## src/design/nec_ir_pkg.sv

```systemverilog
// ----------------------------------------------------------------------------
// nec_ir_pkg
// Shared types and constants for the NEC infrared frame decoder.
// ----------------------------------------------------------------------------
package nec_ir_pkg;

   localparam int unsigned CNT_W      = 12;
   localparam int unsigned BYTE_W     = 8;
   localparam int unsigned BIT_IDX_W  = 5;
   localparam int unsigned CSR_IDX_W  = 3;
   localparam int unsigned CSR_DATA_W = 12;
   localparam int unsigned STATUS_W   = 2;

   localparam logic [CNT_W-1:0] CNT_MAX = {CNT_W{1'b1}};

   localparam logic [CNT_W-1:0]  LEADER_LOW_RST  = 12'd1000;
   localparam logic [CNT_W-1:0]  LEADER_HIGH_RST = 12'd500;
   localparam logic [CNT_W-1:0]  BIT_LOW_RST     = 12'd600;
   localparam logic [CNT_W-1:0]  ONE_THRESH_RST  = 12'd80;
   localparam logic [CNT_W-1:0]  BIT_HIGH_RST    = 12'd210;
   localparam logic [BYTE_W-1:0] TOGGLE_CMD_RST  = 8'h45;

   typedef enum logic [CSR_IDX_W-1:0] {
      CSR_LEADER_LOW  = 3'd0,
      CSR_LEADER_HIGH = 3'd1,
      CSR_BIT_LOW     = 3'd2,
      CSR_ONE_THRESH  = 3'd3,
      CSR_BIT_HIGH    = 3'd4,
      CSR_TOGGLE_CMD  = 3'd5
   } csr_index_type;

   typedef enum logic [STATUS_W-1:0] {
      STATUS_VALID      = 2'd0,
      STATUS_CHECK_FAIL = 2'd1,
      STATUS_TIMEOUT    = 2'd2
   } status_type;

   typedef enum logic [2:0] {
      PH_IDLE      = 3'd0,
      PH_LEAD_LOW  = 3'd1,
      PH_LEAD_HIGH = 3'd2,
      PH_BIT_LOW   = 3'd3,
      PH_BIT_HIGH  = 3'd4
   } phase_type;

   typedef struct packed {
      logic [CNT_W-1:0]  leader_low_limit;
      logic [CNT_W-1:0]  leader_high_limit;
      logic [CNT_W-1:0]  bit_low_limit;
      logic [CNT_W-1:0]  one_threshold;
      logic [CNT_W-1:0]  bit_high_limit;
      logic [BYTE_W-1:0] toggle_command;
   } cfg_type;

   typedef struct packed {
      logic              has_result;
      status_type        status;
      logic [BYTE_W-1:0] address;
      logic [BYTE_W-1:0] address_second;
      logic [BYTE_W-1:0] command;
      logic [BYTE_W-1:0] command_check;
      logic              drive_out;
   } result_type;

endpackage

```

## src/design/nec_ir_csr.sv

```systemverilog
// ----------------------------------------------------------------------------
// nec_ir_csr
// Configuration registers: pulse limits, one threshold and toggle command.
// ----------------------------------------------------------------------------
module nec_ir_csr
   import nec_ir_pkg::*;
(
   input  logic                  clock,
   input  logic                  reset,
   input  logic                  csr_write_enable,
   input  logic [CSR_IDX_W-1:0]  csr_index,
   input  logic [CSR_DATA_W-1:0] csr_write_data,
   output cfg_type               cfg
);

   cfg_type cfg_ff;
   cfg_type cfg_in;

   always_comb begin
      cfg_in = cfg_ff;
      if (csr_write_enable) begin
         case (csr_index)
            CSR_LEADER_LOW:  cfg_in.leader_low_limit  = csr_write_data;
            CSR_LEADER_HIGH: cfg_in.leader_high_limit = csr_write_data;
            CSR_BIT_LOW:     cfg_in.bit_low_limit     = csr_write_data;
            CSR_ONE_THRESH:  cfg_in.one_threshold     = csr_write_data;
            CSR_BIT_HIGH:    cfg_in.bit_high_limit    = csr_write_data;
            CSR_TOGGLE_CMD:  cfg_in.toggle_command    = csr_write_data[BYTE_W-1:0];
            default:         cfg_in = cfg_ff;
         endcase
      end
   end

   always_ff @(posedge clock) begin
      if (reset) begin
         cfg_ff.leader_low_limit  <= LEADER_LOW_RST;
         cfg_ff.leader_high_limit <= LEADER_HIGH_RST;
         cfg_ff.bit_low_limit     <= BIT_LOW_RST;
         cfg_ff.one_threshold     <= ONE_THRESH_RST;
         cfg_ff.bit_high_limit    <= BIT_HIGH_RST;
         cfg_ff.toggle_command    <= TOGGLE_CMD_RST;
      end else begin
         cfg_ff <= cfg_in;
      end
   end

   assign cfg = cfg_ff;

endmodule

```

## src/design/nec_ir_core.sv

```systemverilog
// ----------------------------------------------------------------------------
// nec_ir_core
// Frame state machine: times leader and bit pulses, shifts in 32 bits,
// checks the command complement and toggles the drive level.
// ----------------------------------------------------------------------------
module nec_ir_core
   import nec_ir_pkg::*;
(
   input  logic       clock,
   input  logic       reset,
   input  cfg_type    cfg,
   input  logic       step,
   input  logic       level,
   output result_type result
);

   phase_type             phase_ff, phase_in;
   logic [CNT_W-1:0]      tick_ff, tick_in;
   logic [BIT_IDX_W-1:0]  bit_idx_ff, bit_idx_in;
   logic [BYTE_W-1:0]     bytes_ff [4];
   logic [BYTE_W-1:0]     bytes_in [4];
   logic                  last_level_ff, last_level_in;
   logic                  drive_ff, drive_in;

   logic                  do_count;
   logic                  use_exceed;
   logic [CNT_W-1:0]      cnt_base;
   logic [CNT_W-1:0]      cnt_limit;
   logic [CNT_W-1:0]      cnt_inc;
   logic                  abort;
   logic [1:0]            byte_sel;
   logic [BYTE_W-1:0]     shifted;
   logic [BIT_IDX_W-1:0]  bit_idx_next;

   assign byte_sel = bit_idx_ff[BIT_IDX_W-1:3];
   assign bit_idx_next = bit_idx_ff + 1'b1;

   always_comb begin
      shifted = {1'b0, bytes_ff[byte_sel][BYTE_W-1:1]};
      if (tick_ff >= cfg.one_threshold) begin
         shifted[BYTE_W-1] = 1'b1;
      end
   end

   always_comb begin
      phase_in      = phase_ff;
      tick_in       = tick_ff;
      bit_idx_in    = bit_idx_ff;
      bytes_in      = bytes_ff;
      last_level_in = level;
      drive_in      = drive_ff;
      do_count      = 1'b0;
      use_exceed    = 1'b0;
      cnt_base      = tick_ff;
      cnt_limit     = cfg.leader_low_limit;
      result        = '0;
      result.status = STATUS_VALID;

      case (phase_ff)
         PH_IDLE: begin
            if (last_level_ff && !level) begin
               phase_in = PH_LEAD_LOW;
               cnt_base = '0;
               do_count = 1'b1;
            end
         end
         PH_LEAD_LOW: begin
            do_count = 1'b1;
            if (level) begin
               phase_in  = PH_LEAD_HIGH;
               cnt_base  = '0;
               cnt_limit = cfg.leader_high_limit;
            end
         end
         PH_LEAD_HIGH: begin
            do_count  = 1'b1;
            cnt_limit = cfg.leader_high_limit;
            if (!level) begin
               phase_in   = PH_BIT_LOW;
               bit_idx_in = '0;
               cnt_base   = '0;
               cnt_limit  = cfg.bit_low_limit;
            end
         end
         PH_BIT_LOW: begin
            do_count  = 1'b1;
            cnt_limit = cfg.bit_low_limit;
            if (level) begin
               phase_in   = PH_BIT_HIGH;
               cnt_base   = '0;
               cnt_limit  = cfg.bit_high_limit;
               use_exceed = 1'b1;
            end
         end
         PH_BIT_HIGH: begin
            if (level) begin
               do_count   = 1'b1;
               cnt_limit  = cfg.bit_high_limit;
               use_exceed = 1'b1;
            end else begin
               bytes_in[byte_sel] = shifted;
               bit_idx_in         = bit_idx_next;
               if (bit_idx_next == '0) begin
                  phase_in = PH_IDLE;
                  tick_in  = '0;
                  result.has_result = 1'b1;
                  if (bytes_in[2] != ~bytes_in[3]) begin
                     bytes_in      = '{default: '0};
                     result.status = STATUS_CHECK_FAIL;
                  end else begin
                     result.status = STATUS_VALID;
                     if (bytes_in[2] == cfg.toggle_command) begin
                        drive_in = ~drive_ff;
                     end
                  end
               end else begin
                  phase_in  = PH_BIT_LOW;
                  cnt_base  = '0;
                  do_count  = 1'b1;
                  cnt_limit = cfg.bit_low_limit;
               end
            end
         end
         default: begin
            phase_in = PH_IDLE;
            tick_in  = '0;
         end
      endcase

      cnt_inc = cnt_base + 1'b1;
      abort   = do_count && ((cnt_base == CNT_MAX) ||
                (use_exceed ? (cnt_inc > cnt_limit) : (cnt_inc >= cnt_limit)));

      if (do_count) begin
         tick_in = cnt_inc;
      end

      if (abort) begin
         phase_in          = PH_IDLE;
         tick_in           = '0;
         bit_idx_in        = '0;
         result.has_result = 1'b1;
         result.status     = STATUS_TIMEOUT;
      end

      result.address        = bytes_in[0];
      result.address_second = bytes_in[1];
      result.command        = bytes_in[2];
      result.command_check  = bytes_in[3];
      result.drive_out      = drive_in;
   end

   always_ff @(posedge clock) begin
      if (reset) begin
         phase_ff      <= PH_IDLE;
         tick_ff       <= '0;
         bit_idx_ff    <= '0;
         bytes_ff      <= '{default: '0};
         last_level_ff <= 1'b1;
         drive_ff      <= 1'b0;
      end else if (step) begin
         phase_ff      <= phase_in;
         tick_ff       <= tick_in;
         bit_idx_ff    <= bit_idx_in;
         bytes_ff      <= bytes_in;
         last_level_ff <= last_level_in;
         drive_ff      <= drive_in;
      end
   end

endmodule

```

## src/design/nec_ir_out.sv

```systemverilog
// ----------------------------------------------------------------------------
// nec_ir_out
// Result register holding one decoded word until the consumer takes it.
// ----------------------------------------------------------------------------
module nec_ir_out
   import nec_ir_pkg::*;
(
   input  logic       clock,
   input  logic       reset,
   input  logic       load,
   input  result_type result,
   output logic       slot_free,
   output logic       rsp_valid,
   input  logic       rsp_stall,
   output result_type held
);

   logic       valid_ff, valid_in;
   result_type held_ff;

   assign slot_free = !valid_ff || !rsp_stall;

   always_comb begin
      valid_in = valid_ff && rsp_stall;
      if (load) begin
         valid_in = 1'b1;
      end
   end

   always_ff @(posedge clock) begin
      if (reset) begin
         valid_ff <= 1'b0;
      end else begin
         valid_ff <= valid_in;
      end
   end

   always_ff @(posedge clock) begin
      if (load) begin
         held_ff <= result;
      end
   end

   assign rsp_valid = valid_ff;
   assign held      = held_ff;

endmodule

```

## src/design/nec_ir_frame_decoder_top.sv

```systemverilog
// ----------------------------------------------------------------------------
// nec_ir_frame_decoder_top
// NEC infrared remote frame decoder, one line sample per request.
// ----------------------------------------------------------------------------
// Takes one line sample per cycle while req_stall is low. A sample is captured
// in an input register and decoded by a step of the frame state machine once it
// can advance; a frame result is loaded into an output register. Sustained rate
// is one sample per cycle while no held result is stalled; req_stall rises only
// while a held result is stalled and the pending sample would produce another
// one. Limits and the toggle command are written through the csr_ port; the
// user must write them only while idle, as the block does not enforce this.
// ----------------------------------------------------------------------------
module nec_ir_frame_decoder_top
   import nec_ir_pkg::*;
(
   input  logic                  clock,
   input  logic                  reset,
   input  logic                  csr_write_enable,
   input  logic [CSR_IDX_W-1:0]  csr_index,
   input  logic [CSR_DATA_W-1:0] csr_write_data,
   input  logic                  req_valid,
   output logic                  req_stall,
   input  logic                  req_ir_level,
   output logic                  rsp_valid,
   input  logic                  rsp_stall,
   output logic [STATUS_W-1:0]   rsp_status,
   output logic [BYTE_W-1:0]     rsp_address,
   output logic [BYTE_W-1:0]     rsp_address_second,
   output logic [BYTE_W-1:0]     rsp_command,
   output logic [BYTE_W-1:0]     rsp_command_check,
   output logic                  rsp_drive_out
);

   cfg_type    cfg;
   result_type result;
   result_type held;
   logic       in_valid_ff, in_valid_in;
   logic       in_level_ff;
   logic       slot_free;
   logic       advance;
   logic       req_take;

   nec_ir_csr u_csr (
      .clock            (clock),
      .reset            (reset),
      .csr_write_enable (csr_write_enable),
      .csr_index        (csr_index),
      .csr_write_data   (csr_write_data),
      .cfg              (cfg)
   );

   assign advance   = in_valid_ff && (!result.has_result || slot_free);
   assign req_stall = in_valid_ff && !advance;
   assign req_take  = req_valid && !req_stall;

   always_comb begin
      in_valid_in = in_valid_ff && !advance;
      if (req_take) begin
         in_valid_in = 1'b1;
      end
   end

   always_ff @(posedge clock) begin
      if (reset) begin
         in_valid_ff <= 1'b0;
      end else begin
         in_valid_ff <= in_valid_in;
      end
   end

   always_ff @(posedge clock) begin
      if (req_take) begin
         in_level_ff <= req_ir_level;
      end
   end

   nec_ir_core u_core (
      .clock  (clock),
      .reset  (reset),
      .cfg    (cfg),
      .step   (advance),
      .level  (in_level_ff),
      .result (result)
   );

   nec_ir_out u_out (
      .clock     (clock),
      .reset     (reset),
      .load      (advance && result.has_result),
      .result    (result),
      .slot_free (slot_free),
      .rsp_valid (rsp_valid),
      .rsp_stall (rsp_stall),
      .held      (held)
   );

   assign rsp_status         = held.status;
   assign rsp_address        = held.address;
   assign rsp_address_second = held.address_second;
   assign rsp_command        = held.command;
   assign rsp_command_check  = held.command_check;
   assign rsp_drive_out      = held.drive_out;

endmodule
```

## config.mk

```make
export PLATFORM = sky130hd
export DESIGN_NAME = nec_ir_frame_decoder_top
export DESIGN_NICKNAME = d
export VERILOG_FILES = /design/src/design/nec_ir_pkg.sv /design/src/design/nec_ir_csr.sv /design/src/design/nec_ir_core.sv /design/src/design/nec_ir_out.sv /design/src/design/nec_ir_frame_decoder_top.sv
export SDC_FILE = /design/constraint.sdc
export NUM_CORES = 1
export LEC_CHECK = 0
export BUFFER_PORTS_ARGS = -buffer_cell sky130_fd_sc_hd__buf_2
export CAP_MARGIN = 5
export CORE_MARGIN = 8
export CORE_UTILIZATION = 35
export DETAILED_ROUTE_END_ITERATION = 12
export PLACE_DENSITY_LB_ADDON = 0.15
export SYNTH_ARGS = -nofsm -noshare
export SYNTH_HDL_FRONTEND = slang
export SYNTH_SLANG_ARGS = --single-unit
```

## constraint.sdc

```tcl
create_clock -name clock -period 12.75 [get_ports clock]
set_input_delay 1.9125 -clock clock [delete_from_list [all_inputs] [get_ports clock]]
set_output_delay 1.9125 -clock clock [all_outputs]
set_load 0.1 [all_outputs]
```

==> impl_metrics.yaml <==
min_path:
  whs_endpoint: "u_csr.cfg[22]"
  min-delay-start: "u_csr.cfg[22]"
  hp-class: "flip-flop to flip-flop"
  holdPathStages: 2
yosys:
  synth_simple_gate_area_frac: 0.190
  synthesis.area_mm2: 0.00801
  ys_types: 75
  synth_flop_cell: "dfxtp_1"
  synthesis.instances: 884
  synth_top_family_by_area: "compound AO/OA/AOI/OAI gates"
  ys_seq_area_frac: 0.445
  syn_area_per_cell_um2: 9.06
  ys_ff_latch: 160
  syn-num-nets: 932
  synthXorXnorAreaFrac: 0.0481
  synth_edf_count: 36
  async_flop_share: 0
  yosys_warnings: 0
  synth_compound_area_frac: 0.224
  synthAdderAreaFrac: 0.0422
  synth_mux_area_frac: 0.0103
cells_and_area:
  layout-drive-gt1-share: 0.127
  final_core_util: 0.401
  layout.nets: 959
  layout_common_cells: "nand2_1 (174), dfxtp_1 (124), a21oi_1 (61), a22o_1 (57), buf_2 (57)"
  layout_commonest_cell: "nand2_1"
  antenna_cells: 0
  layoutNonFillerInstCount: 1209
  syn2layout_area_growth_pct: 12.9
critical_path:
  r2r-start: "u_core.bit_idx_ff[4]"
  crit_top_cell: "a21oi_1"
  cp.required_ns: 10.84
  path_class: "flip-flop to output pin"
  cp.arrival_ns: 5.83
  rrSetupSlack_ns: 7.00
  r2r_cells: 14
  cp-end-kind: "output pin"
  crit_path_max_incr_delay_ns: 0.77
  startpoint: "u_core.bit_idx_ff[4]"
  crit_chain: "a211oi_1, o2111a_1, a21oi_4, nand3_1, a21oi_1, a222oi_1, a21boi_0, ha_1, and4_1, nand4_1, a211o_1, a22oi_1, o21bai_1, inv_2, a21oi_1, nor3b_1, buf_2"
  worst-path-max-fanout: 19
  cpMaxStageDelayCell: "a21oi_1"
  crit_path_start_kind: "flip-flop"
  r2r-end: "u_out.held[8]"
run:
  drv_cap: 0
grt:
  antenna_found_initial: 0
  top_usage_layer: "met2"
  use_met3: 0.0369
  grt_pass1_vias: 6286
  overflow: 0
  grt_util_all_layers: 0.154
  met2_usage: 0.257
  grt_pass1_wl_mm: 35.0
  gr-usage-met1: 0.196
  grt_max_degree: 61
routing:
  routed_wirelength_mm: 21.4
  drtAntennaViolNets: 0
  vias: 6576
  drtIter0Drc: 435
  dr.pass1.iters: 6
  routedWlPerCell_um: 17.7
  via_per_inst: 5.44
  drc: 0
sta:
  fin_skew_ns: 0.0101
  finalHoldViolations: 0
  slew_violations: 0
  finalSetupViolCount: 0
  min_period_ns: 7.74
  tns_ns: 0
  rsz0062_at_grt: "false"
  timing.fmax_mhz: 129
  maxSlewHeadroom: 0.360
  tightestPinTransition_ns: 0.957
  holdWs_ns: 0.455
  post-route-period-util: 0.607
floorplan:
  initial_utilization: 0.355
  dieArea_mm2: 0.0280
  num_rows: 55
  die_h_um: 167
  die_w_um: 167
  core_region_area_mm2: 0.0226
  pin_count: 58
placed_design:
  placedCellCount: 1177
  io_buffers: 57
  gp_congestion: 0.821
  hpwl_mm: 15.4
pwr:
  power.total_mw: 1.10
  powerDensity_mw_per_mm2: 122
  vdd_ir_drop_max_mv: 0.0789
  power_leakage_nw: 3.46
cts:
  cts_tree: "done"
  cts-resized-gates: 0
  postCtsSetupRepairBufs: 0
  htree_levels: 4
  clkSinkCount: 160
  clk_path_buf_depth: 2
  worstSkewPairLatency_ns: 0.43
  root_buffer: "clkbuf_16"
  numCtsBuffers: 17
  cts.clk_slew.worst_paths_ns: 0.07
  hold_buffers: 0
run_status:
  outcome: "completed"
[layer usage]
metal / vias up / share of wire
met1: 3156 / 0.47
met4: 0 / 0.014
met2: 142 / 0.47
met5: - / 0
li1: 3263 / -
met3: 15 / 0.045
[cell type report]
class	instances	area, um2
sequential	160	3560
clock buffer	17	425
timing repair buffer	62	323
inverter	21	78.8
fill	2301	13500
multi-input combinational	649	4130
clock inverter	15	170
tap	285	357
[cell families after synthesis]
kind of cell,Yosys count
AO/OA/AOI/OAI,241
flip-flops,160
XOR/XNOR,44
AND/OR/NAND/NOR,329
multiplexers,8
buffers and inverters,75
adder cells (fa/ha/maj),27
[worst max-delay path: cells and delay by family (launching register included)]
family / cells / cell delay (ns)
AOI/OAI and AO/OA: 10 / 2.84
adders and majority gates: 1 / 0.31
buffers and inverters: 2 / 0.66
DFF: 1 / 0.73
and+or+nand+nor: 4 / 0.83
[through the flow]
step,setup slack (ns),area (um2)
finish,5.01,9040
global route,4.52,9040
CTS,4.99,9040
detailed placement,5.47,8450
global placement,5.62,8450
floorplan,4.87,8010
[cells in the mapped netlist (all sizes together) (6+ instances only)]
cell | instances | area, um2
o211ai | 9 | 67.6
inv | 21 | 78.8
nor2 | 45 | 184
edfxtp | 36 | 1080
dfxtp | 124 | 2480
a22o | 57 | 499
buf | 24 | 136
ha | 27 | 338
nor2b | 10 | 62.6
nand3 | 44 | 220
o21ai | 28 | 155
and3 | 9 | 56.3
and2 | 8 | 50.1
nand2 | 174 | 653
nor3 | 9 | 67.6
xnor2 | 14 | 123
a222oi | 10 | 100
mux2i | 6 | 60.1
nand2b | 7 | 43.8
a21boi | 12 | 90.1
a21oi | 62 | 322
xor2 | 30 | 263
a32o | 13 | 130
clkbuf | 30 | 113
[power by group]
group          internal [mW]  switching (mW)
clock network          0.294           0.227
registers              0.523         0.00623
logic                 0.0174          0.0376
[registers in the layout, indices dropped and copies added (netlist names)]
name / flops
u_csr.cfg: 68
u_out.held: 35
u_core.bytes_ff: 32
u_core.tick_ff: 12
u_core.bit_idx_ff: 5
u_core.phase_ff: 3
in_level_ff: 1
in_valid_ff: 1
u_core.drive_ff: 1
u_core.last_level_ff: 1
u_out.rsp_valid: 1
[how the worst max path moves through the flow]
| stage | depth (start not counted) | to |
|---|---|---|
| 2_1_floorplan | 21 | req_stall |
| 3_3_place_gp | 22 | req_stall |
| 3_5_place_dp | 17 | req_stall |
| 4_1_cts | 17 | req_stall |
| 5_1_grt | 17 | req_stall |
| 6_report | 17 | req_stall |
No activity file was read; power rests on OpenSTA's default activity.
